## config.mk

```make
export PLATFORM = sky130hd
export DESIGN_NAME = addressed_command_frame_receiver_flat
export DESIGN_NICKNAME = d
export VERILOG_FILES = /design/src/rtl/acfr_pkg.sv /design/src/rtl/acfr_rx_if.sv /design/src/rtl/acfr_cmd_if.sv /design/src/rtl/acfr_framer.sv /design/src/rtl/addressed_command_frame_receiver.sv /design/src/flat_wrapper.sv
export SDC_FILE = /design/constraint.sdc
export NUM_CORES = 1
export LEC_CHECK = 0
export ABC_CLOCK_PERIOD_IN_PS = 6000
export BUFFER_PORTS_ARGS = -buffer_cell sky130_fd_sc_hd__buf_4
export CAP_MARGIN = 10
export CORE_MARGIN = 5
export CORE_UTILIZATION = 56
export CTS_CLUSTER_DIAMETER = 150
export DETAILED_ROUTE_END_ITERATION = 8
export PLACE_DENSITY = 0.88
export REMOVE_ABC_BUFFERS = 1
export SETUP_SLACK_MARGIN = 0.4
export SLEW_MARGIN = 10
export SYNTH_ARGS = -nofsm -noshare
export SYNTH_HDL_FRONTEND = slang
export SYNTH_SLANG_ARGS = --single-unit
```

## constraint.sdc

```tcl
create_clock -name clk_i -period 6 [get_ports clk_i]
set_input_delay 0.9 -clock clk_i [delete_from_list [all_inputs] [get_ports clk_i]]
set_output_delay 0.9 -clock clk_i [all_outputs]
set_load 0.01 [all_outputs]
```

## src/rtl/acfr_pkg.sv

```systemverilog
`default_nettype none
package acfr_pkg;

  localparam logic [7:0] StartFirst = 8'hAA;
  localparam logic [7:0] StartLast  = 8'h55;
  localparam logic [7:0] StopFirst  = 8'h55;
  localparam logic [7:0] StopLast   = 8'hAA;
  localparam logic [7:0] BoardAddrReset = 8'h3F;

  localparam int unsigned NumPayload = 4;

  localparam logic RegBoardAddr = 1'b0;

  typedef enum logic [2:0] {
    PH_HUNT_EMPTY = 3'd0,
    PH_HUNT_HELD  = 3'd1,
    PH_ADDRESS    = 3'd2,
    PH_PAYLOAD    = 3'd3,
    PH_STOP_FIRST = 3'd4,
    PH_STOP_LAST  = 3'd5
  } phase_e;

  typedef struct packed {
    logic [7:0]  command_flag;
    logic [7:0]  register_number;
    logic [15:0] data_word;
    logic        checksum_ok;
  } cmd_t;

  typedef struct packed {
    logic valid;
    cmd_t cmd;
  } result_t;

endpackage
`default_nettype wire

```

## src/rtl/acfr_rx_if.sv

```systemverilog
`default_nettype none
interface acfr_rx_if;
  logic       valid;
  logic       ready;
  logic [7:0] rx_byte;

  modport source (output valid, output rx_byte, input ready);
  modport sink   (input valid, input rx_byte, output ready);
endinterface
`default_nettype wire

```

## src/rtl/acfr_cmd_if.sv

```systemverilog
`default_nettype none
interface acfr_cmd_if;
  logic        valid;
  logic        ready;
  logic [7:0]  command_flag;
  logic [7:0]  register_number;
  logic [15:0] data_word;
  logic        checksum_ok;

  modport source (output valid, output command_flag, output register_number,
                  output data_word, output checksum_ok, input ready);
  modport sink   (input valid, input command_flag, input register_number,
                  input data_word, input checksum_ok, output ready);
endinterface
`default_nettype wire

```

## src/rtl/acfr_framer.sv

```systemverilog
`default_nettype none
module acfr_framer
  import acfr_pkg::*;
(
  input  wire logic       clk_i,
  input  wire logic       rst_ni,
  input  wire logic       en_i,
  input  wire logic [7:0] byte_i,
  input  wire logic [7:0] board_addr_i,
  output result_t         res_o
);

  phase_e     phase_q, phase_d;
  logic [7:0] held_start_q, held_start_d;
  logic [7:0] held_stop_q, held_stop_d;
  logic [1:0] count_q, count_d;
  logic [7:0] payload_q [NumPayload];
  logic       pay_we;
  logic [7:0] x;
  logic [3:0] bip;

  // next state
  always_comb begin
    phase_d      = phase_q;
    held_start_d = held_start_q;
    held_stop_d  = held_stop_q;
    count_d      = count_q;
    pay_we       = 1'b0;
    case (phase_q)
      PH_HUNT_HELD: begin
        if (held_start_q == StartFirst && byte_i == StartLast) begin
          held_start_d = 8'h00;
          phase_d      = PH_ADDRESS;
        end else begin
          held_start_d = byte_i;
        end
      end
      PH_ADDRESS: begin
        if (byte_i == board_addr_i) begin
          count_d = 2'd0;
          phase_d = PH_PAYLOAD;
        end else begin
          phase_d = PH_HUNT_EMPTY;
        end
      end
      PH_PAYLOAD: begin
        pay_we  = 1'b1;
        count_d = count_q + 2'd1;
        if (count_q == 2'd3) begin
          phase_d = PH_STOP_FIRST;
        end
      end
      PH_STOP_FIRST: begin
        held_stop_d = byte_i;
        phase_d     = PH_STOP_LAST;
      end
      PH_STOP_LAST: begin
        held_stop_d = 8'h00;
        phase_d     = PH_HUNT_EMPTY;
      end
      default: begin
        held_start_d = byte_i;
        phase_d      = PH_HUNT_HELD;
      end
    endcase
  end

  // result
  always_comb begin
    x = {4'h0, payload_q[0][3:0]} ^ payload_q[1] ^ payload_q[2] ^ payload_q[3];
    bip = x[7:4] ^ x[3:0];
    res_o.valid = en_i && (phase_q == PH_STOP_LAST) && (held_stop_q == StopFirst)
                  && (byte_i == StopLast);
    res_o.cmd.command_flag    = payload_q[0];
    res_o.cmd.register_number = payload_q[1];
    res_o.cmd.data_word       = {payload_q[2], payload_q[3]};
    res_o.cmd.checksum_ok     = (bip == payload_q[0][7:4]);
  end

  always_ff @(posedge clk_i or negedge rst_ni) begin
    if (!rst_ni) begin
      phase_q      <= PH_HUNT_EMPTY;
      held_start_q <= 8'h00;
      held_stop_q  <= 8'h00;
      count_q      <= 2'd0;
    end else if (en_i) begin
      phase_q      <= phase_d;
      held_start_q <= held_start_d;
      held_stop_q  <= held_stop_d;
      count_q      <= count_d;
    end
  end

  always_ff @(posedge clk_i) begin
    if (en_i && pay_we) begin
      payload_q[count_q] <= byte_i;
    end
  end

endmodule
`default_nettype wire

```

## src/rtl/addressed_command_frame_receiver.sv

```systemverilog
`default_nettype none
// Addressed command frame receiver. Takes one received byte per word on rx_i
// and assembles frames AA 55 | address | P0 P1 P2 P3 | 55 AA. A frame whose
// address byte differs from the board address register (APB offset 0x0,
// reset 0x3F) is dropped, as is one with a bad stop pair. A good frame
// yields one word on cmd_o in the cycle after its final stop byte is taken:
// P0 as command_flag, P1 as register_number, P2:P3 as data_word, and
// checksum_ok comparing P0[7:4] with the BIP-4 of P0[3:0], P1, P2 and P3.
// One byte is taken per cycle; the only stall is a held command word that
// cmd_o has not yet taken.
module addressed_command_frame_receiver
  import acfr_pkg::*;
(
  input  wire logic        clk_i,
  input  wire logic        rst_ni,
  acfr_rx_if.sink          rx_i,
  acfr_cmd_if.source       cmd_o,
  input  wire logic        psel,
  input  wire logic        penable,
  input  wire logic        pwrite,
  input  wire logic [2:0]  paddr,
  input  wire logic [31:0] pwdata,
  output logic      [31:0] prdata,
  output logic             pready
);

  logic [7:0] board_addr_q;
  logic       out_valid_q;
  cmd_t       out_cmd_q;
  logic       accept;
  result_t    res;

  assign pready = 1'b1;
  assign prdata = (paddr[2] == RegBoardAddr) ? {24'h0, board_addr_q} : 32'h0;

  always_ff @(posedge clk_i or negedge rst_ni) begin
    if (!rst_ni) begin
      board_addr_q <= BoardAddrReset;
    end else if (psel && penable && pwrite && paddr[2] == RegBoardAddr) begin
      board_addr_q <= pwdata[7:0];
    end
  end

  assign rx_i.ready = !out_valid_q || cmd_o.ready;
  assign accept     = rx_i.valid && rx_i.ready;

  acfr_framer u_framer (
    .clk_i        (clk_i),
    .rst_ni       (rst_ni),
    .en_i         (accept),
    .byte_i       (rx_i.rx_byte),
    .board_addr_i (board_addr_q),
    .res_o        (res)
  );

  always_ff @(posedge clk_i or negedge rst_ni) begin
    if (!rst_ni) begin
      out_valid_q <= 1'b0;
    end else if (res.valid) begin
      out_valid_q <= 1'b1;
    end else if (cmd_o.ready) begin
      out_valid_q <= 1'b0;
    end
  end

  always_ff @(posedge clk_i) begin
    if (res.valid) begin
      out_cmd_q <= res.cmd;
    end
  end

  assign cmd_o.valid           = out_valid_q;
  assign cmd_o.command_flag    = out_cmd_q.command_flag;
  assign cmd_o.register_number = out_cmd_q.register_number;
  assign cmd_o.data_word       = out_cmd_q.data_word;
  assign cmd_o.checksum_ok     = out_cmd_q.checksum_ok;

endmodule
`default_nettype wire
```

## src/flat_wrapper.sv

```systemverilog
// flat-port wrapper written by rule: the top's interface ports become plain ports
module addressed_command_frame_receiver_flat import acfr_pkg::*;
  (clk_i, rst_ni, psel, penable, pwrite, paddr, pwdata, prdata, pready, rx_i_valid, rx_i_rx_byte, rx_i_ready, cmd_o_valid, cmd_o_command_flag, cmd_o_register_number, cmd_o_data_word, cmd_o_checksum_ok, cmd_o_ready);
  acfr_rx_if rx_i_i ();
  acfr_cmd_if cmd_o_i ();
  input  wire logic clk_i;
  input  wire logic rst_ni;
  input  wire logic psel;
  input  wire logic penable;
  input  wire logic pwrite;
  input  wire logic [2:0] paddr;
  input  wire logic [31:0] pwdata;
  output logic      [31:0] prdata;
  output logic pready;
  input wire logic [$bits(rx_i_i.valid)-1:0] rx_i_valid;
  input wire logic [$bits(rx_i_i.rx_byte)-1:0] rx_i_rx_byte;
  output wire logic [$bits(rx_i_i.ready)-1:0] rx_i_ready;
  output wire logic [$bits(cmd_o_i.valid)-1:0] cmd_o_valid;
  output wire logic [$bits(cmd_o_i.command_flag)-1:0] cmd_o_command_flag;
  output wire logic [$bits(cmd_o_i.register_number)-1:0] cmd_o_register_number;
  output wire logic [$bits(cmd_o_i.data_word)-1:0] cmd_o_data_word;
  output wire logic [$bits(cmd_o_i.checksum_ok)-1:0] cmd_o_checksum_ok;
  input wire logic [$bits(cmd_o_i.ready)-1:0] cmd_o_ready;
  assign rx_i_i.valid = rx_i_valid;
  assign rx_i_i.rx_byte = rx_i_rx_byte;
  assign rx_i_ready = rx_i_i.ready;
  assign cmd_o_valid = cmd_o_i.valid;
  assign cmd_o_command_flag = cmd_o_i.command_flag;
  assign cmd_o_register_number = cmd_o_i.register_number;
  assign cmd_o_data_word = cmd_o_i.data_word;
  assign cmd_o_checksum_ok = cmd_o_i.checksum_ok;
  assign cmd_o_i.ready = cmd_o_ready;
  addressed_command_frame_receiver u_core (.clk_i(clk_i), .rst_ni(rst_ni), .rx_i(rx_i_i), .cmd_o(cmd_o_i), .psel(psel), .penable(penable), .pwrite(pwrite), .paddr(paddr), .pwdata(pwdata), .prdata(prdata), .pready(pready));
endmodule
```

; Word level (Yosys, flattened, before mapping)
; Memory sizes are Yosys's and may differ from the RTL's.
; Index checks and enable logic that the tools add are counted.
; Widths: inputs -> output; s select.
[classes]
muxes = 15
add_sub_neg = 1
n_bitwise = 6
reduce_logical = 19
eq_ne = 15
[ops]
columns = operator, count
row1 = $pmux 8 s2, 2
row2 = $eq 8x7->1 const B, 2
row3 = $eq 8x8->1 const B, 2
row4 = $mux 8, 2
row5 = $xor 8x8->8, 2
row6 = $pmux 3 s5, 1
row7 = $logic_and 1x1->1, 9
row8 = $eq 8x8->1, 1
row9 = $xor 4x8->8, 1
row10 = $eq 3x2->1 const B, 2
row11 = $eq 3x3->1 const B, 2
row12 = $mux 3, 2
row13 = $ne 2x2->1 const B, 3
row14 = $reduce_and 3->1, 2
row15 = $reduce_bool 2->1, 3
row16 = $mux 1, 5
row17 = $eq 4x4->1, 1
row18 = $mux 2, 2
row19 = $pmux 2 s2, 1
row20 = $reduce_and 2->1, 2
row21 = $reduce_or 4->1, 1
row22 = $xor 4x4->4, 1
row23 = $eq 3x1->1 const B, 1
row24 = $add 2x1->2 const B, 1
row25 = 4 further kinds, 5
[word_totals]
reg_bits = 63
word_cells = 67
mem_bits_rw = 32
input_bits = 50
memories = 1
output_inout_bits = 68
[mem_list]
columns = memory, words, width, read_ports, rd_clocked_by_memory_dff, write_ports, line_no
row1 = u_core.u_framer.payload_q, 4, 8, 4, 0, 1, acfr_framer.sv:17  ; logic [7:0] payload_q [NumPayload];

; Longest topological paths before layout
[depth]
word_depth = 7
depth_mapped = 6

; Hierarchy
; Synthesis repeated with hierarchy kept, for this count alone.
[unflattened]
hier_cells = 250
hier_area_um2 = 3966.3
[modules_own_cells]
columns = mod, area_per_inst_um2, cells_each, instances, seq_area_each_um2
row1 = acfr_framer, 2344.7, 161, 1, 1486.4
row2 = addressed_command_frame_receiver, 1621.6, 89, 1, 1223.7

; Worst setup path after synthesis
; No wires, ideal clock.
[synth_timing]
kind = input port to flip-flop
start = input port rx_i_rx_byte[0]
end = register u_core.out_cmd_q, in the netlist u_core.cmd_o.checksum_ok, enable pin
t_arrival_ps = 2490
setup_ps = 408
slack_ps = 3102
stages = 3
path_cell_list = and4bb_1 > nand3_2 > nor4_4
[synth_rtl]
columns = element, line_no
row1 = "start, declared", flat_wrapper.sv:16  ; input wire logic [$bits(rx_i_i.rx_byte)-1:0] rx_i_rx_byte;
row2 = "end signal, assigned", addressed_command_frame_receiver.sv:68  ; out_cmd_q <= res.cmd;
row3 = "end, declared", addressed_command_frame_receiver.sv:29  ; cmd_t out_cmd_q;

; Final worst setup path
[layout_timing]
start = input port cmd_o_ready
end = output port rx_i_ready
[layout_via]
elab_chain_len = 1
[layout_rtl]
columns = element, line_no
row1 = "start, declared", flat_wrapper.sv:23  ; input wire logic [$bits(cmd_o_i.ready)-1:0] cmd_o_ready;
row2 = $logic_or 1x1->1, addressed_command_frame_receiver.sv:44  ; assign rx_i.ready = !out_valid_q || cmd_o.ready;
row3 = "end, declared", flat_wrapper.sv:17  ; output wire logic [$bits(rx_i_i.ready)-1:0] rx_i_ready;
; Every way passes these cells.

==> results.tsv <==
stage	metric	value	unit
run_status	status	complete, no violations	
setup_path	slowest_delay	0.20	ns
drt	drt-met1-wl	2780	µm
sta	finalSetupViolations	0	
floorplanning	design.die.area	9228	µm²
clock_network	cts_buffer_depth	2	
floorplanning	die_h	96.06	µm
clock_network	cts_hold_buf	0	
floorplanning	pin_count	118	
grt	grt_pass1_vias	2279	
drt	ant_nets	0	
sta	rsz0062_at_grt	false	
setup_path	critical_path_class	in -> out	
sta	period_share	39.98	%
clock_network	htree_num_levels	3	
sta	maxSlewViolCount	0	
clock_network	post_cts.repair.setup_buffers	0	
place	hpwlAfterDp	5147	µm
setup_path	end_kind	primary output	
floorplanning	rows	31	
sta	slew_headroom	66.64	%
layout	multi_input_area	1294	µm²
setup_path	path_max_fanout	6	
grt	antenna_found_initial	0	
clock_network	clockRootBuffer	clkbuf_8	
floorplanning	initial_core_util	57.49	%
sta	post-route-min-period	2.399	ns
drt	wl_met3	557	µm
setup_path	path_cells	buf_4, nor2b_2, inv_2, buf_4	
flow_run	drv_cap	0	
layout	synthToLayoutAreaGrowth	16.38	%
place	gp_congestion	0.8120	
synth	synth_edf_count	65	
place	io_buffers	66	
synth	seq_area_frac_synth	65.34	%
sta	skew	0.006719	ns
sta	hold_ws	0.4634	ns
clock_network	clk_pin_slew	0.09	ns
power_and_ir_drop	vdd_drop_max	122.2	µV
synth	synthDistinctLibCells	51	
setup_path	worstSetupStartpointType	primary input	
layout	nets	402	
clock_network	cts-buffers-inserted	9	
place	dpl_cell_area	4646	µm²
drt	wl_per_cell	15.64	µm
layout	final_area	4827	µm²
floorplanning	coreArea	7214	µm²
clock_network	clock_latency	0.35	ns
synth	synth_ff_type	edfxtp_1	
drt	met2_length	3655	µm
power_and_ir_drop	power.density	250.9	nW/µm²
layout	fin_util	66.91	%
drt	dr.pass1.iters	4	
synth	ys_async_sr_fraction	31.58	%
setup_path	critPathTopFamily	buffers and inverters	
floorplanning	fp.dieW	96.06	µm
synth	ys_seq_elements	95	
grt	grt_max_degree	32	
layout	drive_gt1_share	32.58	%
setup_path	crit_arrival	1.50	ns
drt	top_layer	met4	
setup_path	cp.depth	4	
layout	nFillCells	503	
grt	grt_pass1_wl	11030	µm
synth	syn_area	4148	µm²
synth	syn-instance-count	276	
sta	timing.fmax	416.8	MHz
setup_path	crit_top_cell	buf_4	
drt	viasPerCell	5.060	
power_and_ir_drop	total_leakage_power	1.871	nW
drt	routed_wirelength	7070	µm
drt	drc	0	
grt	grt_usage	16.09	%
place	place_inst	436	
clock_network	cts_resized	0	
drt	dr_total_vias	2287	
grt	grt-ovfl-total	0	
layout	seqCellArea	2710	µm²
setup_path	worstPathRequired	5.10	ns
setup_path	slowest_stage	nor2b_2	
layout	antennaDiodeCount	0	
sta	worst_pin_slew	0.5004	ns
setup_path	critPathBufInv	3	
min_path	holdCritPathClass	in -> async	
power_and_ir_drop	total_power	1.211	mW
place	post-place-ws	3.358	ns
clock_network	cts_tree	done	
drt	drt_iter0_drc	69	
setup_path	r2r_cells	5	
sta	finalHoldViolCount	0	
layout	layout.cells.non_filler	452	
synth	postSynthAreaPerCell	15.03	µm²
sta	worst_slack	3.601	ns
sta	tns	0	ns
clock_network	clkSinkCount	95	
synth	yosys_warnings	0	
-- flip-flops by register name (all words and copies together) (netlist names) --
name	flops
u_core.cmd_o.data_word	16
u_core.u_framer.count_q	2
u_core.cmd_o.command_flag	8
u_core.cmd_o.checksum_ok	1
u_core.u_framer.held_start_q	8
u_core.board_addr_q	8
u_core.u_framer.payload_q	32
u_core.cmd_o.register_number	8
u_core.cmd_o.valid	1
u_core.u_framer.held_stop_q	8
u_core.u_framer.phase_q	3
-- cell usage after synthesis (all sizes together), types with 2 or more instances --
master	number	share of area (%)
a21oi	3	0.45
a22o	4	0.84
and2	4	0.60
and4	2	0.48
and4bb	5	1.5
buf	28	5.1
conb	2	0.18
dfrtp	24	14
dfstp	6	3.8
edfxtp	65	47
ha	4	1.2
inv	4	0.36
mux2	12	3.3
nand2	13	1.2
nand2b	8	1.2
nand3	3	0.60
nand3b	3	0.54
nand4b	2	0.93
nor2	2	0.18
nor2b	9	1.4
nor3	2	0.36
nor4	2	0.66
nor4bb	5	1.2
o21ai	11	1.3
or2b	3	0.54
xnor2	33	7.0
xor2	4	0.84
-- cell type report --
class	count	area share [%]
timing repair buffer	67	10.42
tap	99	2.566
clock buffer	9	2.566
inverter	4	0.3110
multi-input combinational	171	26.80
clock inverter	7	1.192
sequential	95	56.14
-- layout by cell type (no fill, tap or decap), drive strengths merged, types with 5 or more instances in the layout --
master and instances:
nor2b 9, buf 67, dfrtp 24, nor4bb 5, xnor2 33, dfstp 6, inv 6, edfxtp 65
nand2 13, mux2 12, nand2b 8, o21ai 11, clkbuf 9, and4bb 5, conb 25
-- kinds of logic after synthesis --
group           synth area share, %
xor+xnor                      7.813
buf+inv                       5.550
compound gates                4.193
fa+ha+maj                     1.207
other cells                  0.1811
mux                           3.258
flops                         65.34
simple gates                  12.46
-- layer usage --
| metal | up-vias | GRT usage, % |
|---|---|---|
| met4 | 0 | 5.687 |
| met1 | 1106 | 18.96 |
| met3 | 9 | 5.317 |
| met5 | - | 0 |
| li1 | 1081 | - |
| met2 | 91 | 27.49 |
-- path summary, 6_finish.rpt --
kind                                                        end                            start  slack, ns
worst max-delay path                                 rx_i_ready                      cmd_o_ready       3.60
worst min-delay path            u_core.u_framer.held_start_q[7]                           rst_ni       0.46
worst max register to register  u_core.cmd_o.register_number[7]               u_core.cmd_o.valid       3.89
worst min register to register       u_core.cmd_o.data_word[11]  u_core.u_framer.payload_q[2][3]       0.47
max in group asynchronous                u_core.board_addr_q[2]                           rst_ni       5.22
min in group clk_i                   u_core.cmd_o.data_word[11]  u_core.u_framer.payload_q[2][3]       0.47
-- power breakdown --
part / leakage [nW] / total (mW) / switching (mW) / internal (mW)
sequential: 0.946 / 0.735 / 0.0149 / 0.721
clock: 0.0829 / 0.380 / 0.225 / 0.155
combinational: 0.842 / 0.0954 / 0.0444 / 0.0510
(Power assumes the default switching activity.)
